## src/rtl/signed_integer_to_radix_text_macros.svh

```systemverilog
// Assertion macros shared by the radix text converter RTL.
// Expects clk and rst_n in scope at the point of use.
`ifndef SIGNED_INTEGER_TO_RADIX_TEXT_MACROS_SVH
`define SIGNED_INTEGER_TO_RADIX_TEXT_MACROS_SVH

// Same-cycle implication, disabled during reset
`define SIRT_ASSERT_IMP(lbl, ante, cons, msg) \
  lbl: assert property (@(posedge clk) disable iff (!rst_n) (ante) |-> (cons)) \
    else $error(msg);

// Next-cycle implication, disabled during reset
`define SIRT_ASSERT_NXT(lbl, ante, cons, msg) \
  lbl: assert property (@(posedge clk) disable iff (!rst_n) (ante) |=> (cons)) \
    else $error(msg);

`endif

```

## src/rtl/sirt_pkg.sv

```systemverilog
// Package for the radix text converter: widths, character codes,
// register indexes, sequencer states and the divider result struct.
// No dependencies.
`default_nettype none

package sirt_pkg;

  localparam int MAX_SYMBOLS   = 32;
  localparam int SYM_W         = 8;
  localparam int SYMS_PER_WORD = 8;
  localparam int ALPHA_WORDS   = MAX_SYMBOLS / SYMS_PER_WORD;
  localparam int WORD_W        = SYM_W * SYMS_PER_WORD;
  localparam int VALUE_W       = 32;
  localparam int COUNT_W       = 6;
  localparam int DIGIT_W       = $clog2(MAX_SYMBOLS);
  localparam int MAX_DIGITS    = VALUE_W;
  localparam int DIDX_W        = $clog2(MAX_DIGITS);
  localparam int BIT_CNT_W     = $clog2(VALUE_W);
  localparam int CFG_IDX_W     = 3;

  localparam logic [SYM_W-1:0] CH_MINUS = 8'h2D;
  localparam logic [SYM_W-1:0] CH_PLUS  = 8'h2B;
  localparam logic [SYM_W-1:0] CH_NUL   = 8'h00;

  typedef enum logic [CFG_IDX_W-1:0] {
    CFG_SYMBOL_COUNT = 3'd0,
    CFG_ALPHABET_0   = 3'd1,
    CFG_ALPHABET_1   = 3'd2,
    CFG_ALPHABET_2   = 3'd3,
    CFG_ALPHABET_3   = 3'd4
  } cfg_idx_t;

  typedef enum logic [2:0] {
    S_IDLE,
    S_CHECK,
    S_DIV_GO,
    S_DIV_WAIT,
    S_SIGN,
    S_DIGIT
  } state_t;

  typedef struct packed {
    logic               done;
    logic [VALUE_W-1:0] quot;
    logic [DIGIT_W-1:0] rem;
  } div_res_t;

endpackage

`default_nettype wire

```

## src/rtl/sirt_div.sv

```systemverilog
// Bit-serial restoring divider: 32-bit dividend by a radix of up to 32.
// One quotient bit per cycle, done pulses once all 32 quotient bits are in. Uses sirt_pkg.
`default_nettype none

module sirt_div (
  input  wire logic                         clk,
  input  wire logic                         rst_n,
  input  wire logic                         start,
  input  wire logic [sirt_pkg::VALUE_W-1:0] dividend,
  input  wire logic [sirt_pkg::COUNT_W-1:0] divisor,
  output sirt_pkg::div_res_t                res
);
  import sirt_pkg::*;

  logic                 busy_r;
  logic                 done_r;
  logic [BIT_CNT_W-1:0] cnt_r;
  logic [VALUE_W-1:0]   quot_r;
  logic [DIGIT_W-1:0]   rem_r;
  logic [COUNT_W-1:0]   trial;
  logic [COUNT_W-1:0]   diff;
  logic                 ge;

  // Shift in the next dividend bit and try the subtraction
  always_comb begin
    trial = {rem_r, quot_r[VALUE_W-1]};
    ge    = (trial >= divisor);
    diff  = trial - divisor;
  end

  // Control: busy flag, bit counter, done pulse
  always_ff @(posedge clk) begin
    if (!rst_n) begin
      busy_r <= 1'b0;
      done_r <= 1'b0;
      cnt_r  <= '0;
    end else begin
      done_r <= 1'b0;
      if (start) begin
        busy_r <= 1'b1;
        cnt_r  <= '0;
      end else if (busy_r) begin
        cnt_r <= cnt_r + 1'b1;
        if (cnt_r == BIT_CNT_W'(VALUE_W - 1)) begin
          busy_r <= 1'b0;
          done_r <= 1'b1;
        end
      end
    end
  end

  // Datapath: quotient shift register and partial remainder
  always_ff @(posedge clk) begin
    if (start) begin
      quot_r <= dividend;
      rem_r  <= '0;
    end else if (busy_r) begin
      quot_r <= {quot_r[VALUE_W-2:0], ge};
      rem_r  <= ge ? diff[DIGIT_W-1:0] : trial[DIGIT_W-1:0];
    end
  end

  assign res.done = done_r;
  assign res.quot = quot_r;
  assign res.rem  = rem_r;

endmodule

`default_nettype wire

```

## src/rtl/signed_integer_to_radix_text.sv

```systemverilog
// Radix text converter top level: config registers, alphabet check,
// digit sequencer and output register. Uses sirt_pkg, sirt_div and the
// assertion macros header.
//
//  channel | dir | handshake              | payload
//  in_     | in  | in_tvalid / in_tready  | tdata[31:0] value
//  out_    | out | out_tvalid / out_tready| tdata[7:0] char_code, tlast is_last
//  cfg_    | in  | cfg_valid / cfg_ready  | cfg_index register, cfg_data value
//
// One item at a time: the alphabet check steps through its symbols, then the
// shared serial divider runs once per digit, then one cycle per
// character when out_tready stays high. The longest item is binary with the
// most negative value: accept, check, 32 digits, sign and 32 characters.
// The divider yields one quotient bit per cycle.
// rst_n clears the config registers to zero (radix 0, alphabet rejected).
// A stalled out_tready holds the sequencer; cfg_ready is always high.
`default_nettype none
`include "signed_integer_to_radix_text_macros.svh"

module signed_integer_to_radix_text (
  input  wire logic                           clk,
  input  wire logic                           rst_n,
  // in_tdata: [31:0] value
  input  wire logic                           in_tvalid,
  output logic                                in_tready,
  input  wire logic [31:0]                    in_tdata,
  // out_tdata: [7:0] char_code; is_last travels on out_tlast
  output logic                                out_tvalid,
  input  wire logic                           out_tready,
  output logic [7:0]                          out_tdata,
  output logic                                out_tlast,
  input  wire logic                           cfg_valid,
  output logic                                cfg_ready,
  input  wire logic [sirt_pkg::CFG_IDX_W-1:0] cfg_index,
  input  wire logic [sirt_pkg::WORD_W-1:0]    cfg_data
);
  import sirt_pkg::*;

  // Configuration
  logic [COUNT_W-1:0] symbol_count_r;
  logic [WORD_W-1:0]  alpha_r [ALPHA_WORDS];
  logic [SYM_W-1:0]   sym_tab [MAX_SYMBOLS];
  logic [COUNT_W-1:0] n_eff;

  // Sequencer
  state_t             state_r, state_nxt;
  logic               neg_r;
  logic [VALUE_W-1:0] mag_r;
  logic [DIGIT_W-1:0] idx_r;
  logic [DIDX_W-1:0]  wr_idx_r;
  logic [DIDX_W-1:0]  rd_idx_r;
  logic [DIGIT_W-1:0] digits_r [MAX_DIGITS];

  // Output register
  logic               out_valid_r;
  logic [SYM_W-1:0]   out_char_r, out_char_nxt;
  logic               out_last_r, out_last_nxt;
  logic               load_out;
  logic               out_free;

  // Shared lookup and check
  logic [DIGIT_W-1:0] cur_digit;
  logic [DIGIT_W-1:0] sym_addr;
  logic [SYM_W-1:0]   sym;
  logic               dup;
  logic               bad_sym;
  logic               div_start;
  div_res_t           div_res;
  logic [VALUE_W-1:0] in_value;
  logic               in_neg;

  // Write registers; unknown indexes are dropped
  assign cfg_ready = 1'b1;

  always_ff @(posedge clk) begin
    if (!rst_n) begin
      symbol_count_r <= '0;
      for (int w = 0; w < ALPHA_WORDS; w++) begin
        alpha_r[w] <= '0;
      end
    end else if (cfg_valid) begin
      unique case (cfg_index)
        CFG_SYMBOL_COUNT: symbol_count_r <= cfg_data[COUNT_W-1:0];
        CFG_ALPHABET_0:   alpha_r[0] <= cfg_data;
        CFG_ALPHABET_1:   alpha_r[1] <= cfg_data;
        CFG_ALPHABET_2:   alpha_r[2] <= cfg_data;
        CFG_ALPHABET_3:   alpha_r[3] <= cfg_data;
        default: ;
      endcase
    end
  end

  // Slice the alphabet words into symbols
  for (genvar k = 0; k < MAX_SYMBOLS; k++) begin : g_sym
    assign sym_tab[k] = alpha_r[k / SYMS_PER_WORD][(k % SYMS_PER_WORD) * SYM_W +: SYM_W];
  end

  // Cap the radix at the table size
  assign n_eff = (symbol_count_r > COUNT_W'(MAX_SYMBOLS)) ? COUNT_W'(MAX_SYMBOLS)
                                                          : symbol_count_r;

  // One symbol lookup, shared between the check and the digit output
  assign cur_digit = digits_r[rd_idx_r];
  assign sym_addr  = (state_r == S_CHECK) ? idx_r : cur_digit;
  assign sym       = sym_tab[sym_addr];

  // Compare the current symbol against every later symbol in range; NUL, minus and plus are also bad
  always_comb begin
    dup = 1'b0;
    for (int j = 0; j < MAX_SYMBOLS; j++) begin
      if ((COUNT_W'(j) > COUNT_W'(idx_r)) && (COUNT_W'(j) < n_eff) && (sym_tab[j] == sym)) begin
        dup = 1'b1;
      end
    end
    bad_sym = dup || (sym == CH_NUL) || (sym == CH_MINUS) || (sym == CH_PLUS);
  end

  assign in_value = in_tdata[VALUE_W-1:0];
  assign in_neg   = in_value[VALUE_W-1];

  sirt_div u_div (
    .clk      (clk),
    .rst_n    (rst_n),
    .start    (div_start),
    .dividend (mag_r),
    .divisor  (n_eff),
    .res      (div_res)
  );

  assign out_free = !out_valid_r || out_tready;

  // Next state and control
  always_comb begin
    state_nxt    = state_r;
    in_tready    = 1'b0;
    div_start    = 1'b0;
    load_out     = 1'b0;
    out_char_nxt = sym;
    out_last_nxt = 1'b0;
    unique case (state_r)
      S_IDLE: begin
        in_tready = 1'b1;
        if (in_tvalid) begin
          state_nxt = (n_eff < COUNT_W'(2)) ? S_IDLE : S_CHECK;
        end
      end
      S_CHECK: begin
        if (bad_sym) begin
          state_nxt = S_IDLE;
        end else if (COUNT_W'(idx_r) == n_eff - 1'b1) begin
          state_nxt = S_DIV_GO;
        end
      end
      S_DIV_GO: begin
        div_start = 1'b1;
        state_nxt = S_DIV_WAIT;
      end
      S_DIV_WAIT: begin
        if (div_res.done) begin
          if ((div_res.quot != '0) && (wr_idx_r != DIDX_W'(MAX_DIGITS - 1))) begin
            state_nxt = S_DIV_GO;
          end else begin
            state_nxt = neg_r ? S_SIGN : S_DIGIT;
          end
        end
      end
      S_SIGN: begin
        if (out_free) begin
          load_out     = 1'b1;
          out_char_nxt = CH_MINUS;
          state_nxt    = S_DIGIT;
        end
      end
      S_DIGIT: begin
        if (out_free) begin
          load_out     = 1'b1;
          out_last_nxt = (rd_idx_r == '0);
          if (rd_idx_r == '0) begin
            state_nxt = S_IDLE;
          end
        end
      end
      default: state_nxt = S_IDLE;
    endcase
  end

  always_ff @(posedge clk) begin
    if (!rst_n) begin
      state_r <= S_IDLE;
    end else begin
      state_r <= state_nxt;
    end
  end

  // Sequencer datapath: magnitude, indexes, digit store
  always_ff @(posedge clk) begin
    unique case (state_r)
      S_IDLE: begin
        if (in_tvalid) begin
          neg_r    <= in_neg;
          mag_r    <= in_neg ? (VALUE_W'(0) - in_value) : in_value;
          idx_r    <= '0;
          wr_idx_r <= '0;
        end
      end
      S_CHECK: begin
        idx_r <= idx_r + 1'b1;
      end
      S_DIV_WAIT: begin
        if (div_res.done) begin
          mag_r              <= div_res.quot;
          digits_r[wr_idx_r] <= div_res.rem;
          rd_idx_r           <= wr_idx_r;
          wr_idx_r           <= wr_idx_r + 1'b1;
        end
      end
      S_DIGIT: begin
        if (out_free && (rd_idx_r != '0)) begin
          rd_idx_r <= rd_idx_r - 1'b1;
        end
      end
      default: ;
    endcase
  end

  // Output register: hold until taken, refill from the sequencer
  always_ff @(posedge clk) begin
    if (!rst_n) begin
      out_valid_r <= 1'b0;
    end else if (load_out) begin
      out_valid_r <= 1'b1;
    end else if (out_tready) begin
      out_valid_r <= 1'b0;
    end
  end

  always_ff @(posedge clk) begin
    if (load_out) begin
      out_char_r <= out_char_nxt;
      out_last_r <= out_last_nxt;
    end
  end

  assign out_tvalid = out_valid_r;
  assign out_tdata  = out_char_r;
  assign out_tlast  = out_last_r;

  // Divider completes only while the sequencer waits for it
  `SIRT_ASSERT_IMP(a_div_done_in_wait, div_res.done, state_r == S_DIV_WAIT,
    "divider finished outside the wait state")
  // A remainder is always a valid digit of the radix
  `SIRT_ASSERT_IMP(a_rem_in_range, div_res.done, COUNT_W'(div_res.rem) < n_eff,
    "remainder not below the radix")
  // Stored digits read back for output stay below the radix
  `SIRT_ASSERT_IMP(a_digit_in_range, state_r == S_DIGIT, COUNT_W'(cur_digit) < n_eff,
    "digit out of range at output")
  // A radix below two is rejected straight away
  `SIRT_ASSERT_NXT(a_short_reject, (state_r == S_IDLE) && in_tvalid && (n_eff < COUNT_W'(2)),
    state_r == S_IDLE, "short alphabet not rejected")

endmodule

`default_nettype wire
```

## config.mk

```make
export PLATFORM = sky130hd
export DESIGN_NAME = signed_integer_to_radix_text
export DESIGN_NICKNAME = d
export VERILOG_FILES = /design/src/rtl/sirt_pkg.sv /design/src/rtl/sirt_div.sv /design/src/rtl/signed_integer_to_radix_text.sv
export VERILOG_INCLUDE_DIRS = /design/src /design/src/rtl
export SDC_FILE = /design/constraint.sdc
export NUM_CORES = 1
export LEC_CHECK = 0
export BUFFER_PORTS_ARGS = -buffer_cell sky130_fd_sc_hd__buf_4
export CAP_MARGIN = 20
export CORE_MARGIN = 10
export CORE_UTILIZATION = 35
export DETAILED_ROUTE_END_ITERATION = 10
export GPL_TIMING_DRIVEN = 1
export PLACE_DENSITY = 0.52
export SETUP_SLACK_MARGIN = 0.15
export SLEW_MARGIN = 40
export SYNTH_ARGS = -nofsm -noshare
export SYNTH_HDL_FRONTEND = slang
export SYNTH_SLANG_ARGS = --single-unit
```

## constraint.sdc

```tcl
create_clock -name clk -period 6.2 [get_ports clk]
set_input_delay 1.24 -clock clk [delete_from_list [all_inputs] [get_ports clk]]
set_output_delay 1.24 -clock clk [all_outputs]
set_load 0.02 [all_outputs]
```

==> results of run 1 <==
## state kept, by name (all words and copies together), names as in the netlist, named ones only
register / cells
out_tvalid: 1
symbol_count_r: 6
u_div.quot_r: 32
idx_r: 5
mag_r: 32
state_r: 3
u_div.cnt_r: 5
alpha_r: 256
u_div.busy_r: 1
out_tlast: 1
out_tdata: 8
u_div.rem_r: 5
wr_idx_r: 5
rd_idx_r: 5
digits_r: 160
neg_r: 1
u_div.done_r: 1
## critical path, cell delays in order (launching register included)
cell	delay (ns)
dfxtp_4	0.37
buf_12	0.23
buf_4	0.18
mux4_2	0.51
o21ai_0	0.26
o2111ai_2	0.27
nand3b_1	0.24
buf_12	0.21
buf_4	0.27
a2111o_1	0.21
a41oi_1	0.19
nor4_4	0.46
buf_4	0.33
xnor2_1	0.10
nand4_1	0.16
or4_1	0.22
o41ai_2	0.13
or4b_1	0.66
nor3_1	0.46
o31a_1	0.20
o21a_1	0.11
## final cells by class
cell class                      instances  area [sq um]  share of cell area
Multi-Input combinational cell       1704         12200               0.368
Clock inverter                         42           424              0.0127
Tap cell                             1070          1340              0.0402
Clock buffer                           69          1510              0.0455
Sequential cell                       532         15700               0.472
Timing Repair Buffer                  228          1960              0.0588
Inverter                               26          97.6             0.00293
## through the flow
step | cell area, sq um | hold slack [ns]
finish | 33300 | 0.488
detailed placement | 31200 | 0.496
CTS | 33100 | 0.484
floorplan | 28800 | 0.467
global route | 33300 | 0.525
global placement | 31100 | 0.479
## cells by family after synthesis
family / Yosys count / share of synthesized area
compound gates: 357 / 0.0977
buf+inv: 211 / 0.0361
xor+xnor: 290 / 0.0883
fa+ha+maj: 24 / 0.0107
mux: 82 / 0.0392
simple gates: 950 / 0.182
other cells: 1 / 0.000130
flops: 532 / 0.546
## power by group
part | internal [mW] | switching, mW | total, mW
logic | 2.10 | 3.64 | 5.74
registers | 4.54 | 0.346 | 4.89
clock network | 1.97 | 1.52 | 3.49
## per-layer routing
metal | wire, um | vias up | global-route usage | part of all wire
met2 | 48700 | 776 | 0.352 | 0.47
li1 | - | 9298 | - | -
met1 | 44800 | 10388 | 0.287 | 0.44
met3 | 6160 | 173 | 0.0302 | 0.060
met4 | 3150 | 2 | 0.0628 | 0.031
met5 | 13 | - | 0 | 0.00013
## what timing repair did
item | in CTS | in global routing
gates resized for setup | 2 | 24
gates cloned | 0 | 1
endpoints found under the setup margin | 3 | 3
hold buffers | 0 | 0
pin swaps | 1 | 3
setup buffers | 2 | 2
## layout by cell type, fill, tap and decap left out, types with 14 or more instances in the layout
cell	netlist	routed
nor2_1	90	85
and2_1	261	260
nand3_1	62	62
ha_1	23	23
nand4_1	64	64
xor2_1	91	91
nor4_1	44	37
dfxtp_1	27	25
or3_1	18	18
inv_1	24	24
buf_12	1	14
o21ai_0	104	102
and3_1	101	101
edfxtp_1	505	505
buf_4	19	201
mux4_2	24	24
xnor2_1	199	199
a41oi_1	32	32
clkbuf_16	0	60
mux2i_1	53	52
a21oi_1	37	37
nor3_1	28	27
clkinv_1	2	16
nand2_1	212	209
a2111o_1	90	90
## final timing paths
| path | to | cells after the start |
|---|---|---|
| worst min register to register | u_div.quot_r[3] | 2 |
| worst min-delay path | u_div.quot_r[3] | 2 |
| worst max register to register | state_r[1] | 20 |
| worst max-delay path | state_r[1] | 20 |
==> metrics, run 1 <==
dpl hpwl=75,000 um; Fmax=between 150 and 200 MHz; die height=307 um; clk root buf=clkbuf_16; clk_lat worst skew=0.67 ns; register-to-register setup slack=about 0.31 ns; Mapped Avg Cell Area=11.7 sq um; gpl congestion=1.00; post-synth net total=around 2.6k; clock skew=0.0475 ns; dpl ws=-0.0972 ns; fin. max-slew vios=0; DIE WIDTH=307 um; fill count=7,828; Total GRT Usage=0.213; Pre-antenna DRT Iters=6; Routed WL=103,000 um; starting DRC count in detailed routing=2,105; DIE AREA=94,000 sq um; Initial Util=0.352; Layout Area Growth over Synthesis=15.8%; Ports=116; H-tree depth=2; CP Launch Type=register; Finish-stage setup viols=0; antenna cell count=0; LEAKAGE=11.7 nW; fin cells=3,671; largest net degree at the start of global routing=67; max cap viols=0; Synth Flop Type=edfxtp_1; area leader, netlist=edfxtp_1; number of synthesized register bits=532; final design utilization=0.407; RSZ-0062 raised after global routing=no; status=finished, final reports clean; most frequent cell after synthesis=edfxtp_1; vias in the first global route=20.8k; dpl cells=3,555; Num CTS Buffers=a little under 60; Worst Setup End Kind=register; share of post-route cells with drive strength above 1=0.155; CTS Buffer Depth=3; global route total overflow=0; antenna violations before repair=1; crit path time final=between 5 and 6 ns; Seq/Total Area, Yosys=0.546; Worst Path Required=6.81 ns; crit path max fanout=29; final worst slack=0.309 ns; Hold WC Path Type=register to register; drt drc=0; final worst-path cycle share=0.950; Slew Limit Headroom=0.416; Post-synth EDFFs=about 500; antenna viol nets, final=0; VDD IR-drop max=between 0.2 and 0.3 mV; I/O Buffers=114; core area=just over 80,000 sq um; Final #Nets=2,679; PwrDens=between 400 and 500 nW/um^2; Mapped Cells=2,447; async set or reset register ratio after synthesis=0; Clock transition at path regs=0.06 ns; Synth warnings=0; most frequent cells after synthesis=505 x edfxtp_1, 261 x and2_1, 212 x nand2_1; routed vias=20.6k; Fin. Hold Viols=0; row count=105; top cells by area, synth=edfxtp_1 53%, xnor2_1 6.1%, and2_1 5.7%; CP arrival=6.50 ns; WS Path Type=register to register; synth unique cells=77; vias per std cell=5.62; CTS Sinks=532; total power=between 10 and 15 mW; post-route setup TNS=0 ns; first-pass GRT wire length=149,000 um; mapped cell area=28,800 sq um; drt wl/cell=about 28 um; Worst Max-Slew Pin Slew=0.875 ns; CTS tree=done; hold wc startpoint=mag_r[3]; Synth top area share=0.527
Note: power is estimated with default switching activity, not from simulation.
==> run 2: changes to the inputs <==
CORE_UTILIZATION = 55   (was 35)
PLACE_DENSITY = 0.75   (was 0.52)
==> metrics, run 2 (synthesized netlist as in run 1, its figures left out) <==
Pre-antenna DRT Iters=8 (+2); antenna violations before repair=3 (+2); crit path time final=5.91 ns (+0.0140 ns); Cell Int Power=8.71 mW (+1.1%); RSZ-0062 raised after global routing=yes; Final #Nets=2,683 (+0.15%); Worst Setup End Kind=register; CTS Sinks=532 (unchanged); gpl congestion=1.14 (+14%); hold_ws=0.510 ns (+0.0224 ns); fin. max-slew vios=0 (unchanged); drt drc=0 (unchanged); drt wl/cell=29.5 um (+5.2%); share of post-route cells with drive strength above 1=0.158 (+0.00275); first-pass GRT wire length=142,000 um (-4.8%); clock skew=0.0377 ns (-0.00975 ns); Finish-stage setup viols=0 (unchanged); LEAKAGE=11.7 nW (+0.21%); clk_lat worst skew=0.64 ns (-0.03 ns); routed vias=21.5k (+4.4%); dpl hpwl=69,100 um (-7.9%); total power=14.2 mW (+0.37%); VDD IR-drop max=0.253 mV (-5.5%); I/O Buffers=114 (unchanged); Worst Max-Slew Pin Slew=0.848 ns (-0.0275 ns); clk root buf=clkbuf_16; WS Path Type=register to register; Ports=116 (unchanged); CP arrival=6.39 ns (-0.11 ns); dpl ws=0.0333 ns (+0.131 ns); max reg flops=256 (unchanged); CTS tree=done; final worst-path cycle share=0.952 (+0.00225); Slew Limit Headroom=0.435 (+0.0184); final worst slack=0.295 ns (-0.0140 ns); crit path max fanout=15 (-48%); DIE WIDTH=249 um (-19%); Multi-input gate area=12,200 sq um (about the same); Fin. Hold Viols=0 (unchanged); largest net degree at the start of global routing=85 (+27%); # hold bufs at CTS=0 (unchanged); Fmax=169 MHz (-0.24%); Top Registers=alpha_r (256), digits_r (160); PwrDens=431 nW/um^2 (+1.7%); CP Launch Type=register; Clock transition at path regs=0.07 ns (about the same); commonest non-fill, non-tap cell in the layout=edfxtp_1; Reg with most FFs=alpha_r; CTS Buffer Depth=3 (unchanged); status=finished, final reports clean; register area=15,700 sq um (about the same); Num CTS Buffers=54 (-8.5%); Routed WL=96,700 um (-6.0%); Clock Power Share=0.236 (-0.011); Initial Util=0.558 (+0.206); commonest non-fill, non-tap cells in the layout=505 x edfxtp_1, 260 x and2_1, 209 x nand2_1, 204 x buf_4, 199 x xnor2_1; Total GRT Usage=0.302 (+0.0896); vias in the first global route=20.7k (-0.37%); H-tree depth=2 (unchanged); Worst Path Required=6.68 ns (-0.13 ns); Hold WC Path Type=register to register; Sw Pwr=5.46 mW (-0.82%); combinational power share=0.418 (+0.011); Sw Share=0.385 (-0.00462); core area=51,500 sq um (-37%); Reg power frac=0.347 (about the same); global route total overflow=0 (unchanged); fill count=4,018 (-49%); DIE AREA=61,800 sq um (-34%); row count=83 (-21%); antenna viol nets, final=0 (unchanged); die height=249 um (-19%); max cap viols=0 (unchanged); Layout Area Growth over Synthesis=14.3%; vias per std cell=6.57 (+17%); starting DRC count in detailed routing=2,898 (+38%)
run 2: final timing paths:
check / from / to / slack (ns) / depth (start not counted)
worst max-delay path: register / state_r[2] / 0.29 / 20
worst min-delay path: u_div.cnt_r[4] / u_div.cnt_r[4] / 0.51 / 2
worst max register to register: register / state_r[2] / 0.29 / 20
worst min register to register: u_div.cnt_r[4] / u_div.cnt_r[4] / 0.51 / 2
run 2: through the flow:
| step | setup TNS [ns] | util | instance area [sq um] | std cells |
|---|---|---|---|---|
| 2_1_floorplan | -36.27 | - | 28800 | 2447 |
| 6_report | 0 | 0.638 | 32900 | 3281 |
| 5_1_grt | 0 | 0.638 | 32900 | 3281 |
| 3_5_place_dp | 0 | 0.598 | 30800 | 3165 |
| 4_1_cts | 0 | 0.634 | 32600 | 3267 |
| 3_3_place_gp | -0.00205 | 0.596 | 30700 | 3162 |
run 2: area by class of cell:
cell class                 instances  share of cell area
clock inverter                    43              0.0134
timing repair buffer             237              0.0655
tap                              680              0.0259
multi-input combinational       1704               0.372
clock buffer                      58              0.0416
antenna                            1           0.0000762
inverter                          26             0.00297
sequential                       532               0.478
run 2: per-layer routing:
layer / wire, um / share of wire / vias up / global-route usage
met5: 16 / 0.00017 / - / 0
met4: 3560 / 0.037 / 2 / 0.103
met3: 9520 / 0.098 / 203 / 0.0649
met2: 43100 / 0.45 / 1264 / 0.448
met1: 40600 / 0.42 / 10777 / 0.433
li1: - / - / 9300 / -
run 2: worst max-delay path, stage by stage (launching register included):
cell	delay [ns]
dfxtp_4	0.49
buf_4	0.24
mux4_2	0.58
mux4_2	0.51
mux2i_1	0.24
nor2_1	0.08
a21oi_2	0.30
buf_4	0.22
nand2_1	0.27
a41oi_1	0.38
nor4_4	0.07
buf_4	0.17
buf_12	0.16
buf_4	0.16
xor2_1	0.13
or4_1	0.57
or4_1	0.42
nand4_1	0.16
nor4_4	0.09
o311ai_0	0.33
o21ai_0	0.17
run 2: power groups by stage:
| stage | clock, mW | sequential (mW) | combinational [mW] |
|---|---|---|---|
| CTS | 3.36 | 4.92 | 5.57 |
| finish | 3.34 | 4.91 | 5.92 |
| global placement | 0 | 4.97 | 5.48 |
| detailed placement | 0 | 4.98 | 5.53 |
| floorplan | 0 | 4.85 | 3.61 |
| global route | 3.52 | 4.95 | 6.17 |
run 2: repair_timing:
action | CTS | global route
pin swaps | 1 | 6
buffers inserted | 1 | 12
resized for setup | 2 | 20
cloned | 0 | 0
endpoints found under the setup margin | 3 | 3
==> run 3: changes to the inputs <==
SETUP_SLACK_MARGIN = 0.4   (was 0.15)
==> metrics, run 3 (synthesized netlist as in run 1, its figures left out) <==
register area=15,700 sq um (unchanged); CP max-delay cell=or4_1; DIE AREA=61,800 sq um (unchanged); fin cells=3,301 (+0.61%); Num CTS Buffers=54 (unchanged); Reg with most FFs=alpha_r; Worst Setup End Kind=register; r2r endpoint=state_r[2]; Initial Util=0.558 (unchanged); LEAKAGE=11.8 nW (+1.0%); cell count of the worst hold path=2 (unchanged); post-route cell area=33,200 sq um (+0.95%); crit-path max cell delay=0.57 ns (about the same); max reg flops=256 (unchanged); H-tree depth=2 (unchanged); CTS tree=done; Multi-input gate area=12,400 sq um (+1.1%); Final #Nets=2,703 (+0.75%); PwrDens=433 nW/um^2 (+0.31%); drt drc=0 (unchanged); CP arrival=6.21 ns (-0.18 ns); Clock transition at path regs=0.07 ns (about the same); fill count=3,996 (-0.55%); commonest non-fill, non-tap cell in the layout=edfxtp_1; register-to-register setup slack=0.47 ns (+0.18 ns); dpl cell area=30,800 sq um (unchanged); Top Registers=alpha_r (256), digits_r (160); hold_ws=0.509 ns (-0.000851 ns); core area=51,500 sq um (unchanged); clock skew=0.0362 ns (-0.00151 ns); max cap viols=0 (unchanged); fin. max-slew vios=0 (unchanged); VDD IR-drop max=0.244 mV (-3.6%); hold wc startpoint=mag_r[30]; CP Cell Sequence=buf_12 -> buf_4 -> mux2i_2 -> a22oi_1 -> a311oi_1 -> o21ai_1 -> and3b_2 -> buf_12 -> buf_4 -> a2111o_1 -> a41oi_2 -> nor4_4 -> buf_4 -> buf_12 -> buf_4 -> xor2_1 -> or4_1 -> or4_1 -> nand4_1 -> nor4_4 -> o311ai_0 -> o21ai_0; Layout Area Growth over Synthesis=15.4%; status=finished, final reports clean; routed vias=21.6k (+0.15%); CTS Buffer Depth=3 (unchanged); final worst-path cycle share=0.924 (-0.0288); Finish-stage setup viols=0 (unchanged); dpl ws=0.0333 ns (unchanged); final worst slack=0.474 ns (+0.179 ns); Fin. Hold Viols=0 (unchanged); Worst Path Required=6.68 ns (about the same); Hold WC Path Type=register to register; vias per std cell=6.54 (-0.46%); CP Launch Type=register; Fmax=175 MHz (+3.1%); die height=249 um (unchanged); dpl hpwl=69,100 um (unchanged); reg2reg path depth=22 (+10%); largest net degree at the start of global routing=85 (unchanged); Ports=116 (unchanged); WS Path Type=register to register; clk_lat worst skew=0.64 ns (about the same); share of post-route cells with drive strength above 1=0.171 (+0.0137); vias in the first global route=20.8k (+0.34%); Worst Max-Slew Pin Slew=0.867 ns (+0.0189 ns); Hold Path End=u_div.quot_r[30]; cell mode on critical path=buf_4; final design utilization=0.644 (+0.00605); dpl cells=3,165 (unchanged); CTS Sinks=532 (unchanged); starting DRC count in detailed routing=2,802 (-3.3%); DIE WIDTH=249 um (unchanged); Pre-antenna DRT Iters=5 (-3); Routed WL=97,300 um (+0.58%); # hold bufs at CTS=0 (unchanged); drt wl/cell=29.5 um (about the same); row count=83 (unchanged); clk root buf=clkbuf_16; first-pass GRT wire length=142,000 um (+0.18%); antenna viol nets, final=0 (unchanged); Total GRT Usage=0.303 (+0.000496); global route total overflow=0 (unchanged); crit path time final=5.73 ns (-0.179 ns); Slew Limit Headroom=0.422 (-0.0126); RSZ-0062 raised after global routing=yes; commonest non-fill, non-tap cells in the layout=505 x edfxtp_1, 260 x and2_1, 220 x buf_4, 208 x nand2_1, 199 x xnor2_1; I/O Buffers=114 (unchanged); gpl congestion=1.14 (unchanged); crit path max fanout=17 (+2); antenna violations before repair=3 (unchanged)
run 3: changes by cell type in the layout (fill, tap and decap cells not counted), moves of 2 or more:
| cell | delta |
|---|---|
| mux2i_1 | -2 |
| nor4_1 | -2 |
| buf_4 | +16 |
| a41oi_2 | +11 |
| a41oi_1 | -11 |
| buf_8 | +2 |
| mux2i_2 | +2 |
| nor4_2 | +2 |
run 3: layout make-up:
class | count | share of cell area
Multi-Input combinational cell | 1704 | 0.373
Inverter | 26 | 0.00294
Clock inverter | 43 | 0.0133
Antenna cell | 1 | 0.0000754
Tap cell | 680 | 0.0257
Timing Repair Buffer | 257 | 0.0702
Sequential cell | 532 | 0.474
Clock buffer | 58 | 0.0412
run 3: critical path, delay by kind of cell (launching register included):
family,cells,cell delay (ns)
AOI/OAI and AO/OA,7,1.86
xor gates and xnor gates,1,0.13
buffers and inverters,7,1.19
DFF,1,0.43
muxes,1,0.30
and+or+nand+nor,6,1.64
run 3: how the worst max path moves through the flow:
stage | startpoint | end
floorplan | cfg_index[0] | alpha_r[1][0]
global placement | register | state_r[0]
detailed placement | register | state_r[0]
CTS | register | state_r[2]
global route | register | state_r[2]
finish | register | state_r[2]
run 3: metal layers:
metal	GRT usage	wire length (um)	vias to the layer above
li1	-	-	9344
met1	0.435	40400	10819
met2	0.453	43800	1230
met3	0.0597	9890	183
met4	0.0974	3210	2
met5	0	9	-
run 3: metrics by stage:
| stage | setup TNS, ns | total power [mW] |
|---|---|---|
| after floorplan | -36.27 | 8.46 |
| after global placement | -0.00205 | 10.5 |
| after detailed placement | 0 | 10.5 |
| after CTS | 0 | 13.9 |
| after global routing | 0 | 14.8 |
| final | 0 | 14.4 |
run 3: power by group:
group / switching (mW) / internal, mW / total [mW]
logic: 3.67 / 2.43 / 6.09
clock network: 1.48 / 1.86 / 3.34
registers: 0.371 / 4.54 / 4.92
run 3: timing repair:
item | in CTS | in global routing
pin swaps | 4 | 10
buffers inserted | 5 | 27
resized for setup | 12 | 37
gates cloned | 0 | 1
setup endpoints to repair | 3 | 3
